## src/hdl/stt_pkg.sv

```systemverilog
// ----------------------------------------------------------------------------
// stt_pkg
// Shared types, character codes and classification helpers for the source
// text tokenizer.
// ----------------------------------------------------------------------------
package stt_pkg;

   // default width of the position counters
   localparam int OFFSET_BITS_DEFAULT = 16;

   // result queue depth and its pointer and count widths
   localparam int QUEUE_DEPTH = 4;
   localparam int QUEUE_PTR_BITS = $clog2(QUEUE_DEPTH);
   localparam int QUEUE_CNT_BITS = $clog2(QUEUE_DEPTH + 1);

   // character codes
   localparam logic [7:0] CHR_SPACE  = 8'h20;
   localparam logic [7:0] CHR_TAB    = 8'h09;
   localparam logic [7:0] CHR_CR     = 8'h0D;
   localparam logic [7:0] CHR_LF     = 8'h0A;
   localparam logic [7:0] CHR_BSLASH = 8'h5C;
   localparam logic [7:0] CHR_DQUOTE = 8'h22;
   localparam logic [7:0] CHR_SQUOTE = 8'h27;
   localparam logic [7:0] CHR_UNDER  = 8'h5F;
   localparam logic [7:0] CHR_LPAREN = 8'h28;
   localparam logic [7:0] CHR_RPAREN = 8'h29;
   localparam logic [7:0] CHR_LBRACK = 8'h5B;
   localparam logic [7:0] CHR_RBRACK = 8'h5D;
   localparam logic [7:0] CHR_LBRACE = 8'h7B;
   localparam logic [7:0] CHR_RBRACE = 8'h7D;

   // token kinds as they leave the block
   typedef enum logic [2:0] {
      KIND_OPEN   = 3'd0,
      KIND_CLOSE  = 3'd1,
      KIND_STRING = 3'd2,
      KIND_LABEL  = 3'd3,
      KIND_SYMBOL = 3'd4
   } kind_type;

   // scanner state, one-hot
   typedef enum logic [3:0] {
      MODE_IDLE   = 4'b0001,
      MODE_LABEL  = 4'b0010,
      MODE_STRING = 4'b0100,
      MODE_ESCAPE = 4'b1000
   } mode_type;

   // one result transaction
   typedef struct packed {
      logic [15:0] offset;
      logic [15:0] length;
      kind_type    kind;
      logic        last;
   } token_type;

   // tokens produced by one character, first one goes out first
   typedef struct packed {
      logic [1:0] count;
      token_type  first;
      token_type  second;
   } scan_out_type;

   function automatic logic is_gap(input logic [7:0] c);
      return (c == CHR_SPACE) || (c == CHR_TAB) || (c == CHR_CR) || (c == CHR_LF);
   endfunction

   function automatic logic is_label_char(input logic [7:0] c);
      return (c == CHR_UNDER) ||
             ((c >= 8'h30) && (c <= 8'h39)) ||
             ((c >= 8'h61) && (c <= 8'h7A)) ||
             ((c >= 8'h41) && (c <= 8'h5A));
   endfunction

   function automatic logic is_open(input logic [7:0] c);
      return (c == CHR_LPAREN) || (c == CHR_LBRACK) || (c == CHR_LBRACE);
   endfunction

   function automatic logic is_close(input logic [7:0] c);
      return (c == CHR_RPAREN) || (c == CHR_RBRACK) || (c == CHR_RBRACE);
   endfunction

endpackage

```

## src/hdl/stt_scan.sv

```systemverilog
// ----------------------------------------------------------------------------
// stt_scan
// Per-character scanner: holds the scan state and position counters and
// decodes each accepted character into zero, one or two tokens.
// ----------------------------------------------------------------------------
module stt_scan #(
   parameter int OFFSET_BITS = stt_pkg::OFFSET_BITS_DEFAULT
) (
   input  logic                 clock,
   input  logic                 reset,
   input  logic                 accept,
   input  logic [7:0]           char_code,
   input  logic                 stream_end,
   output stt_pkg::scan_out_type scan_out
);

   stt_pkg::mode_type        mode_ff, mode_in;
   logic                     dq_ff, dq_in;
   logic [OFFSET_BITS-1:0]   start_ff, start_in;
   logic [OFFSET_BITS-1:0]   pos_ff, pos_in;

   logic                     classify;
   logic                     a_valid, b_valid;
   stt_pkg::token_type       a_tok, b_tok;
   logic [OFFSET_BITS-1:0]   len_incl, len_excl;
   logic [7:0]               close_quote;
   logic [15:0]              pos16;

   assign len_incl    = pos_ff + OFFSET_BITS'(1) - start_ff;
   assign len_excl    = pos_ff - start_ff;
   assign close_quote = dq_ff ? stt_pkg::CHR_DQUOTE : stt_pkg::CHR_SQUOTE;
   assign pos16       = 16'(pos_ff);

   // decode the character against the current mode
   always_comb begin
      mode_in  = mode_ff;
      dq_in    = dq_ff;
      start_in = start_ff;
      classify = 1'b0;
      a_valid  = 1'b0;
      b_valid  = 1'b0;
      a_tok    = '{offset: 16'(start_ff), length: 16'(len_excl),
                   kind: stt_pkg::KIND_LABEL, last: 1'b0};
      b_tok    = '{offset: pos16, length: 16'd1,
                   kind: stt_pkg::KIND_SYMBOL, last: 1'b0};

      unique case (mode_ff)
         stt_pkg::MODE_LABEL: begin
            if (stt_pkg::is_label_char(char_code)) begin
               if (stream_end) begin
                  a_valid      = 1'b1;
                  a_tok.length = 16'(len_incl);
               end
            end else begin
               a_valid  = 1'b1;
               mode_in  = stt_pkg::MODE_IDLE;
               classify = 1'b1;
            end
         end
         stt_pkg::MODE_STRING: begin
            if (char_code == stt_pkg::CHR_BSLASH) begin
               mode_in = stt_pkg::MODE_ESCAPE;
            end else if (char_code == close_quote) begin
               a_valid      = 1'b1;
               a_tok.length = 16'(len_incl);
               a_tok.kind   = stt_pkg::KIND_STRING;
               mode_in      = stt_pkg::MODE_IDLE;
            end
         end
         stt_pkg::MODE_ESCAPE: begin
            mode_in = stt_pkg::MODE_STRING;
         end
         stt_pkg::MODE_IDLE: begin
            classify = 1'b1;
         end
         default: begin
            mode_in  = stt_pkg::MODE_IDLE;
            classify = 1'b1;
         end
      endcase

      // token of the character itself
      if (classify) begin
         priority if (stt_pkg::is_gap(char_code)) begin
            b_valid = 1'b0;
         end else if (stt_pkg::is_open(char_code)) begin
            b_valid    = 1'b1;
            b_tok.kind = stt_pkg::KIND_OPEN;
         end else if (stt_pkg::is_close(char_code)) begin
            b_valid    = 1'b1;
            b_tok.kind = stt_pkg::KIND_CLOSE;
         end else if ((char_code == stt_pkg::CHR_SQUOTE) ||
                      (char_code == stt_pkg::CHR_DQUOTE)) begin
            start_in = pos_ff;
            dq_in    = (char_code == stt_pkg::CHR_DQUOTE);
            mode_in  = stt_pkg::MODE_STRING;
         end else if (stt_pkg::is_label_char(char_code)) begin
            start_in = pos_ff;
            if (stream_end) begin
               b_valid    = 1'b1;
               b_tok.kind = stt_pkg::KIND_LABEL;
            end else begin
               mode_in = stt_pkg::MODE_LABEL;
            end
         end else begin
            b_valid = 1'b1;
         end
      end

      // end of stream restarts at offset zero
      if (stream_end) begin
         mode_in  = stt_pkg::MODE_IDLE;
         dq_in    = 1'b0;
         start_in = '0;
         pos_in   = '0;
      end else begin
         pos_in   = pos_ff + OFFSET_BITS'(1);
      end
   end

   // pack tokens in order and flag the final one
   always_comb begin
      scan_out        = '0;
      scan_out.first  = a_valid ? a_tok : b_tok;
      scan_out.second = b_tok;
      scan_out.count  = 2'(a_valid) + 2'(b_valid);
      if (a_valid && b_valid) begin
         scan_out.second.last = 1'b1;
      end else begin
         scan_out.first.last = 1'b1;
      end
   end

   // state registers
   always_ff @(posedge clock) begin
      if (reset) begin
         mode_ff  <= stt_pkg::MODE_IDLE;
         dq_ff    <= 1'b0;
         start_ff <= '0;
         pos_ff   <= '0;
      end else if (accept) begin
         mode_ff  <= mode_in;
         dq_ff    <= dq_in;
         start_ff <= start_in;
         pos_ff   <= pos_in;
      end
   end

endmodule

```

## src/hdl/stt_queue.sv

```systemverilog
// ----------------------------------------------------------------------------
// stt_queue
// Small result queue: takes up to two tokens a cycle, hands one a cycle to
// the result channel as it is popped.
// ----------------------------------------------------------------------------
module stt_queue (
   input  logic                  clock,
   input  logic                  reset,
   input  logic                  push,
   input  stt_pkg::scan_out_type push_data,
   input  logic                  pop,
   output logic                  has_room,
   output logic                  not_empty,
   output stt_pkg::token_type    head
);

   stt_pkg::token_type                  mem [stt_pkg::QUEUE_DEPTH];
   logic [stt_pkg::QUEUE_PTR_BITS-1:0]  wr_ptr_ff, wr_ptr_in;
   logic [stt_pkg::QUEUE_PTR_BITS-1:0]  rd_ptr_ff, rd_ptr_in;
   logic [stt_pkg::QUEUE_CNT_BITS-1:0]  count_ff, count_in;
   logic [stt_pkg::QUEUE_CNT_BITS-1:0]  n_push;
   logic [stt_pkg::QUEUE_PTR_BITS-1:0]  wr_ptr_next;

   assign has_room    = count_ff <= stt_pkg::QUEUE_CNT_BITS'(stt_pkg::QUEUE_DEPTH - 2);
   assign not_empty   = count_ff != '0;
   assign head        = mem[rd_ptr_ff];
   assign wr_ptr_next = wr_ptr_ff + stt_pkg::QUEUE_PTR_BITS'(1);

   // pointer and fill bookkeeping
   always_comb begin
      n_push    = push ? stt_pkg::QUEUE_CNT_BITS'(push_data.count) : '0;
      wr_ptr_in = wr_ptr_ff + stt_pkg::QUEUE_PTR_BITS'(n_push);
      rd_ptr_in = pop ? rd_ptr_ff + stt_pkg::QUEUE_PTR_BITS'(1) : rd_ptr_ff;
      count_in  = count_ff + n_push - stt_pkg::QUEUE_CNT_BITS'(pop);
   end

   always_ff @(posedge clock) begin
      if (reset) begin
         wr_ptr_ff <= '0;
         rd_ptr_ff <= '0;
         count_ff  <= '0;
      end else begin
         wr_ptr_ff <= wr_ptr_in;
         rd_ptr_ff <= rd_ptr_in;
         count_ff  <= count_in;
      end
   end

   // token storage
   always_ff @(posedge clock) begin
      if (push && (push_data.count != 2'd0)) begin
         mem[wr_ptr_ff] <= push_data.first;
      end
      if (push && (push_data.count == 2'd2)) begin
         mem[wr_ptr_next] <= push_data.second;
      end
   end

endmodule

```

## src/hdl/source_text_tokenizer.sv

```systemverilog
// ----------------------------------------------------------------------------
// source_text_tokenizer
// Streaming tokenizer: one 8-bit character per transaction in, token
// offset, length and kind out.
// ----------------------------------------------------------------------------
// One character is taken per cycle while req_tready is high; its tokens
// reach the result channel the next cycle at the earliest. A character
// yields at most two tokens (a label closed by a bracket or symbol); these
// go into a four-entry result queue that drains one token per cycle, and
// req_tready drops while fewer than two entries are free. As long as
// tokens are taken as fast as they appear the queue never holds more than
// two, so the input runs at one character per cycle; under result
// back-pressure the input waits whenever three or more tokens are queued.
// Offsets and lengths count modulo 2^OFFSET_BITS and are reported in 16
// bits. A character with req_tlast set ends the stream; the next character
// starts again at offset zero, and a string still open then is dropped.
// ----------------------------------------------------------------------------
module source_text_tokenizer #(
   parameter int OFFSET_BITS = stt_pkg::OFFSET_BITS_DEFAULT
) (
   input  logic        clock,
   input  logic        reset,
   // character stream
   input  logic        req_tvalid,
   output logic        req_tready,
   input  logic [7:0]  req_tdata,   // [7:0] char_code
   input  logic        req_tlast,   // stream_end
   // token stream
   output logic        rsp_tvalid,
   input  logic        rsp_tready,
   output logic [31:0] rsp_tdata,   // [15:0] token_offset, [31:16] token_length
   output logic [2:0]  rsp_tuser,   // [2:0] token_kind
   output logic        rsp_tlast    // run_last
);

   logic                  req_fire;
   logic                  rsp_fire;
   logic                  has_room;
   stt_pkg::scan_out_type scan_out;
   stt_pkg::token_type    head;

   assign req_tready = has_room;
   assign req_fire   = req_tvalid && req_tready;
   assign rsp_fire   = rsp_tvalid && rsp_tready;

   // character decode and scan state
   stt_scan #(
      .OFFSET_BITS (OFFSET_BITS)
   ) u_scan (
      .clock      (clock),
      .reset      (reset),
      .accept     (req_fire),
      .char_code  (req_tdata),
      .stream_end (req_tlast),
      .scan_out   (scan_out)
   );

   // result queue
   stt_queue u_queue (
      .clock     (clock),
      .reset     (reset),
      .push      (req_fire),
      .push_data (scan_out),
      .pop       (rsp_fire),
      .has_room  (has_room),
      .not_empty (rsp_tvalid),
      .head      (head)
   );

   // result transaction fields
   assign rsp_tdata = {head.length, head.offset};
   assign rsp_tuser = head.kind;
   assign rsp_tlast = head.last;

endmodule

```

## config.mk

```make
export PLATFORM = sky130hd
export DESIGN_NAME = source_text_tokenizer
export DESIGN_NICKNAME = d
export VERILOG_FILES = /design/src/hdl/stt_pkg.sv /design/src/hdl/stt_scan.sv /design/src/hdl/stt_queue.sv /design/src/hdl/source_text_tokenizer.sv
export SDC_FILE = /design/constraint.sdc
export NUM_CORES = 1
export LEC_CHECK = 0
export ABC_AREA = 1
export CAP_MARGIN = 15
export CORE_AREA = 2 2 157 159
export DETAILED_ROUTE_END_ITERATION = 10
export DIE_AREA = 0 0 159 161
export DONT_BUFFER_PORTS = 1
export PLACE_DENSITY_LB_ADDON = 0.08
export SLEW_MARGIN = 20
export SYNTH_ARGS = -nofsm -noshare
export SYNTH_HDL_FRONTEND = slang
export SYNTH_SLANG_ARGS = --single-unit
```

## constraint.sdc

```tcl
create_clock -name clock -period 3.8 [get_ports clock]
set_clock_uncertainty 0.05 [all_clocks]
set_input_delay 0.76 -clock clock [delete_from_list [all_inputs] [get_ports clock]]
set_output_delay 0.76 -clock clock [all_outputs]
set_load 0.01 [all_outputs]
```

Word-level counts from Yosys, hierarchy flattened
Memories as Yosys holds them, arrays and structs flattened. A register that Yosys moved wholly into a read port is not among the register bits.
Cells that the tools add are included.
Word-level totals
  register bits after elaboration: 44
  memory bits (writable): 144
  output and inout port bits: 38
  memories kept: 1
Memory list
  u_queue.mem: depth 4, bits a word 36, rd ports 1, clocked after memory_dff 1, wr ports 2, line stt_queue.sv:17  | stt_pkg::token_type mem [stt_pkg::QUEUE_DEPTH];
Cells by class
  $add $sub $neg: 9
  order comparisons: 7
  eq/ne operators: 23
  multiplexer cells: 61
  reductions and logical operators: 27
Operators by type and width (number)
  2-to-1 mux 16 bit: 10
  equality test 8 x 7 -> 1 bit, second input constant: 6
  equality test 8 x 6 -> 1 bit, second input constant: 5
  2-to-1 mux 4 bit: 10
  2-to-1 mux 19 bit: 2
  2-to-1 mux 36 bit: 1
  case mux 16 bit (2 select lines): 1
  subtractor 16 bit: 2
  2-to-1 mux 3 bit: 9
  equality test 8 x 4 -> 1 bit, second input constant: 3
  2-to-1 mux 1 bit: 22
  adder 16 x 1 -> 16 bit, second input constant: 1
  >= comparator 8 x 7 -> 1 bit, second input constant: 2
  less-or-equal comparator 8 x 7 -> 1 bit, second input constant: 2
  case mux 4 bit (4 select lines): 1
  AND reduction 6 bit: 2
  logical OR 1 bit: 11
  equality test 8 bit: 1
  >= comparator 8 x 6 -> 1 bit, second input constant: 1
  less-or-equal comparator 8 x 6 -> 1 bit, second input constant: 1
  logical AND 1 bit: 8
  2-to-1 mux 2 bit: 3
  inequality test 2 bit, second input constant: 3
  nonzero test 2 bit: 3
  other kinds (14): 17

Depth between registers and ports, before layout
  depth in word-level cells: 16
  gate-level depth with buffers: 21
  mapped depth without buffers: 20

Hierarchy
Synthesis repeated with hierarchy kept, for this count alone.
Second synthesis, totals
  cells, all modules: 1707
  area, all modules: 12513.3 µm²
By module, submodules not included
  stt_queue: times used 1, cells an instance 969, area an instance 8142.8 µm², sequential area each 4504.3 µm²
  stt_scan: times used 1, cells an instance 734, area an instance 4355.4 µm², sequential area each 740.7 µm²
  source_text_tokenizer: times used 1, cells an instance 4, area an instance 15.0 µm², sequential area each 0.0 µm²

Least setup slack after synthesis
OpenSTA, ideal clock, no wires.
  kind: input to register
  from: input port req_tdata[4]
  to: memory u_queue.mem[0][0] in the netlist's numbering, enable pin
  setup time: 0.376 ns
  data arrival time: 2.847 ns
  required time: 3.374 ns
  path slack: 0.527 ns
  stages on the path: 13
  buffers on the path: 1
  path through: inv_1 > nand4_1 > inv_1 > nand4_2 > nand2_4 > inv_4 > buf_12 > ha_1 > nor2_1 > nand2_1 > inv_1 > nor2_1 > inv_1
RTL lines
  from (decl): line source_text_tokenizer.sv:26  | input logic [7:0] req_tdata,
  to (decl): line stt_queue.sv:17

==> impl_metrics.toml <==
[status]
status = "complete, no violations"

[synth]
ys_seq_area_share_pct = 40.75
syn_avg_cell_area_um2 = 7.183
synthFlopType = "dfxtp_1"
yosysTopAreaCell = "edfxtp_1"
synth_edf_count = 80
synth_cells = 1573
synth_warnings = 0
synth.distinct_cells = 43
synth_top_cell_area_share_pct = 21.26
synthTopCellsByArea = "edfxtp_1, dfxtp_1, nand2_1"
synth_async_sr_flop_share_pct = 0
syn_area_um2 = 11300
synth_nets = 1627
ys_ff_latch = 190

[setup_path]
path_class = "reg -> reg"
rrSetupSlack_ns = 0.43
required_ns = 3.95
cp.arrival_ns = 3.52
r2r-end = "u_queue.mem[1][3]"
r2r_start = "u_scan.mode_ff[0]"
start_kind = "flop"
endpoint_kind = "flop"
path_max_fanout = 20
r2r_cells = 16

[timing]
maxSlewViolCount = 0
tightest_slew_ns = 0.9043
fmax_ghz = 0.2971
min_period_ns = 3.366
hold_viol = 0
fin_crit_sh_pct = 88.58
fin_tns_setup_ns = 0
rsz0062_at_grt = "false"
setup_viol = 0
relSlewSlack_pct = 39.71
layout_setup_ws_ns = 0.4341

[hold_path]
holdPathEnd = "u_scan.mode_ff[2]"
hold_path_depth = 1
hold_start = "reset"
min-delay-path-class = "in -> reg"

[pwr]
p_total_uw = 6402
leakage_uw = 0.005360
p_per_area_nw_per_um2 = 523.0
peakVddDrop_uv = 240.8

[grt]
grt_overflow_total = 0
grt_use_total_pct = 28.45
grt_max_degree = 79
grt_pass1_vias = 10033
antenna_found_initial = 0
grt_pass1_wl_um = 56700

[placement]
port_buffers = 0
dp_slack_ns = 0.1111
dp_hpwl_um = 24370
routabilityCongestion = 0.9657

[final_layout]
final_cell_mix = "nand2_1, nor2_1, nand3_1"
area_delta_synth_final_pct = 8.338
fin_util_pct = 51.09
drive_above_1_share_pct = 7.147
num_antenna_cells = 0
nets = 1608
mostFrequentLayoutCell = "nand2_1"

[die]
rows = 57
pin_count = 51
die_x_um = 159
die_area_um2 = 25600
core_um2 = 23960
start_util_pct = 47.15
die_h_um = 161

[detailed_routing]
wirelength_um = 35940
antenna_left = 0
firstDrtPassIters = 8
num_vias = 10569
wl_per_cell_um = 19.00
drc = 0
viasPerCell = 5.589
drtIter0Drc = 1015

[job]
cap_violations = 0

[clock_network]
clk_latency_ns = 0.44
htree_levels = 4
cts_buffers = 17
cts-root-buf = "clkbuf_16"
cts_setup_buffers = 0
cts.clk_slew.worst_paths_ns = 0.08
cts_sinks = 190
cts_tree = "yes"
clock_path_buffers = 2
-- kinds of logic after synthesis --
kind of cell             share of synthesized area [%]
AO/OA/AOI/OAI                                    13.76
XOR/XNOR                                         2.403
adder cells (fa/ha/maj)                          4.739
buffers and inverters                            7.629
flip-flops                                       40.75
AND/OR/NAND/NOR                                  30.72
-- synth_stat cells (4+ instances only) --
master	n
ha_1	38
nor3_1	9
nor2_1	195
nor2_2	5
inv_2	7
xor2_1	20
buf_1	9
nand4_1	15
xnor2_1	11
or2_2	6
nand3_1	180
a21oi_1	57
clkbuf_1	38
o22ai_1	41
buf_4	5
nand2_1	374
o21ai_0	137
buf_2	11
nor4_1	5
edfxtp_1	80
o21ai_2	5
inv_1	129
dfxtp_1	110
o21ai_1	37
buf_6	4
nand2_2	17
-- metal layers --
metal  GRT usage [%]  vias to the layer above  part of all wire, %
met5               0                        -                    0
met4           8.554                        0                  2.3
met3           4.674                       49                  7.2
met2           44.47                      407                   44
met1           40.69                     4899                   47
li1                -                     5214                    -
-- worst max path at each step --
stage | startpoint | endpoint | slack, ns
4_1_cts | u_scan.pos16[1] | u_queue.mem[0][15] | 0.29
6_report | u_scan.mode_ff[0] | u_queue.mem[1][3] | 0.43
5_1_grt | u_scan.pos16[1] | u_queue.mem[3][19] | 0.03
2_1_floorplan | req_tdata[4] | u_queue.mem[0][0] | 0.53
3_5_place_dp | req_tdata[2] | u_queue.mem[1][3] | 0.11
3_3_place_gp | req_tdata[2] | u_queue.mem[1][3] | 0.22
-- power breakdown --
part           total (µW)  leakage, µW  switching [µW]  internal (µW)
registers            2390      0.00165            80.6           2310
clock network        1800     0.000292             916            885
logic                2220      0.00342            1580            634
-- registers in the layout, indices dropped and copies added, names as in the netlist, named ones only --
| register | cells |
|---|---|
| u_queue.count_ff | 3 |
| u_scan.start_ff | 16 |
| u_queue.mem | 144 |
| u_queue.rd_ptr_ff | 2 |
| u_scan.mode_ff | 4 |
| u_scan.pos16 | 16 |
| u_scan.dq_ff | 1 |
| u_queue.wr_ptr_ff | 2 |
-- metrics by stage --
stage	instances	hold WS [ns]	cell area [µm²]
floorplan	1573	0.3709	11300
global placement	1859	0.3813	11630
detailed placement	1859	0.3855	11630
CTS	1891	0.3170	12230
global route	1891	0.3077	12240
finish	1891	0.3199	12240
-- repair_timing --
action / 4_1_cts / 5_1_grt
resized for setup: 0 / 2
endpoints found under the setup margin: 0 / 15
hold buffers: 0 / 0
-- cell type report --
| type | count | area, µm² |
|---|---|---|
| tap | 324 | 405.4 |
| fill | 2440 | 11720 |
| sequential | 190 | 4606 |
| timing repair buffer | 30 | 262.8 |
| clock buffer | 17 | 425.4 |
| multi-input combinational | 1175 | 5844 |
| clock inverter | 15 | 170.2 |
| inverter | 140 | 528.0 |
-- worst max-delay path: stages, from the launching register on --
cell and delay [ns]:
dfxtp_1 0.36, nor2_1 0.15, inv_1 0.05, nor3_1 0.33, o21ai_1 0.16, nand4_1 0.14, inv_1 0.08, ha_1 0.20
nand2_1 0.11, inv_1 0.08, nand2_1 0.08, inv_1 0.05, nor2_2 0.65, inv_1 0.27, buf_12 0.25, nand2_1 0.07
nor2_1 0.04
(Power assumes the default switching activity.)
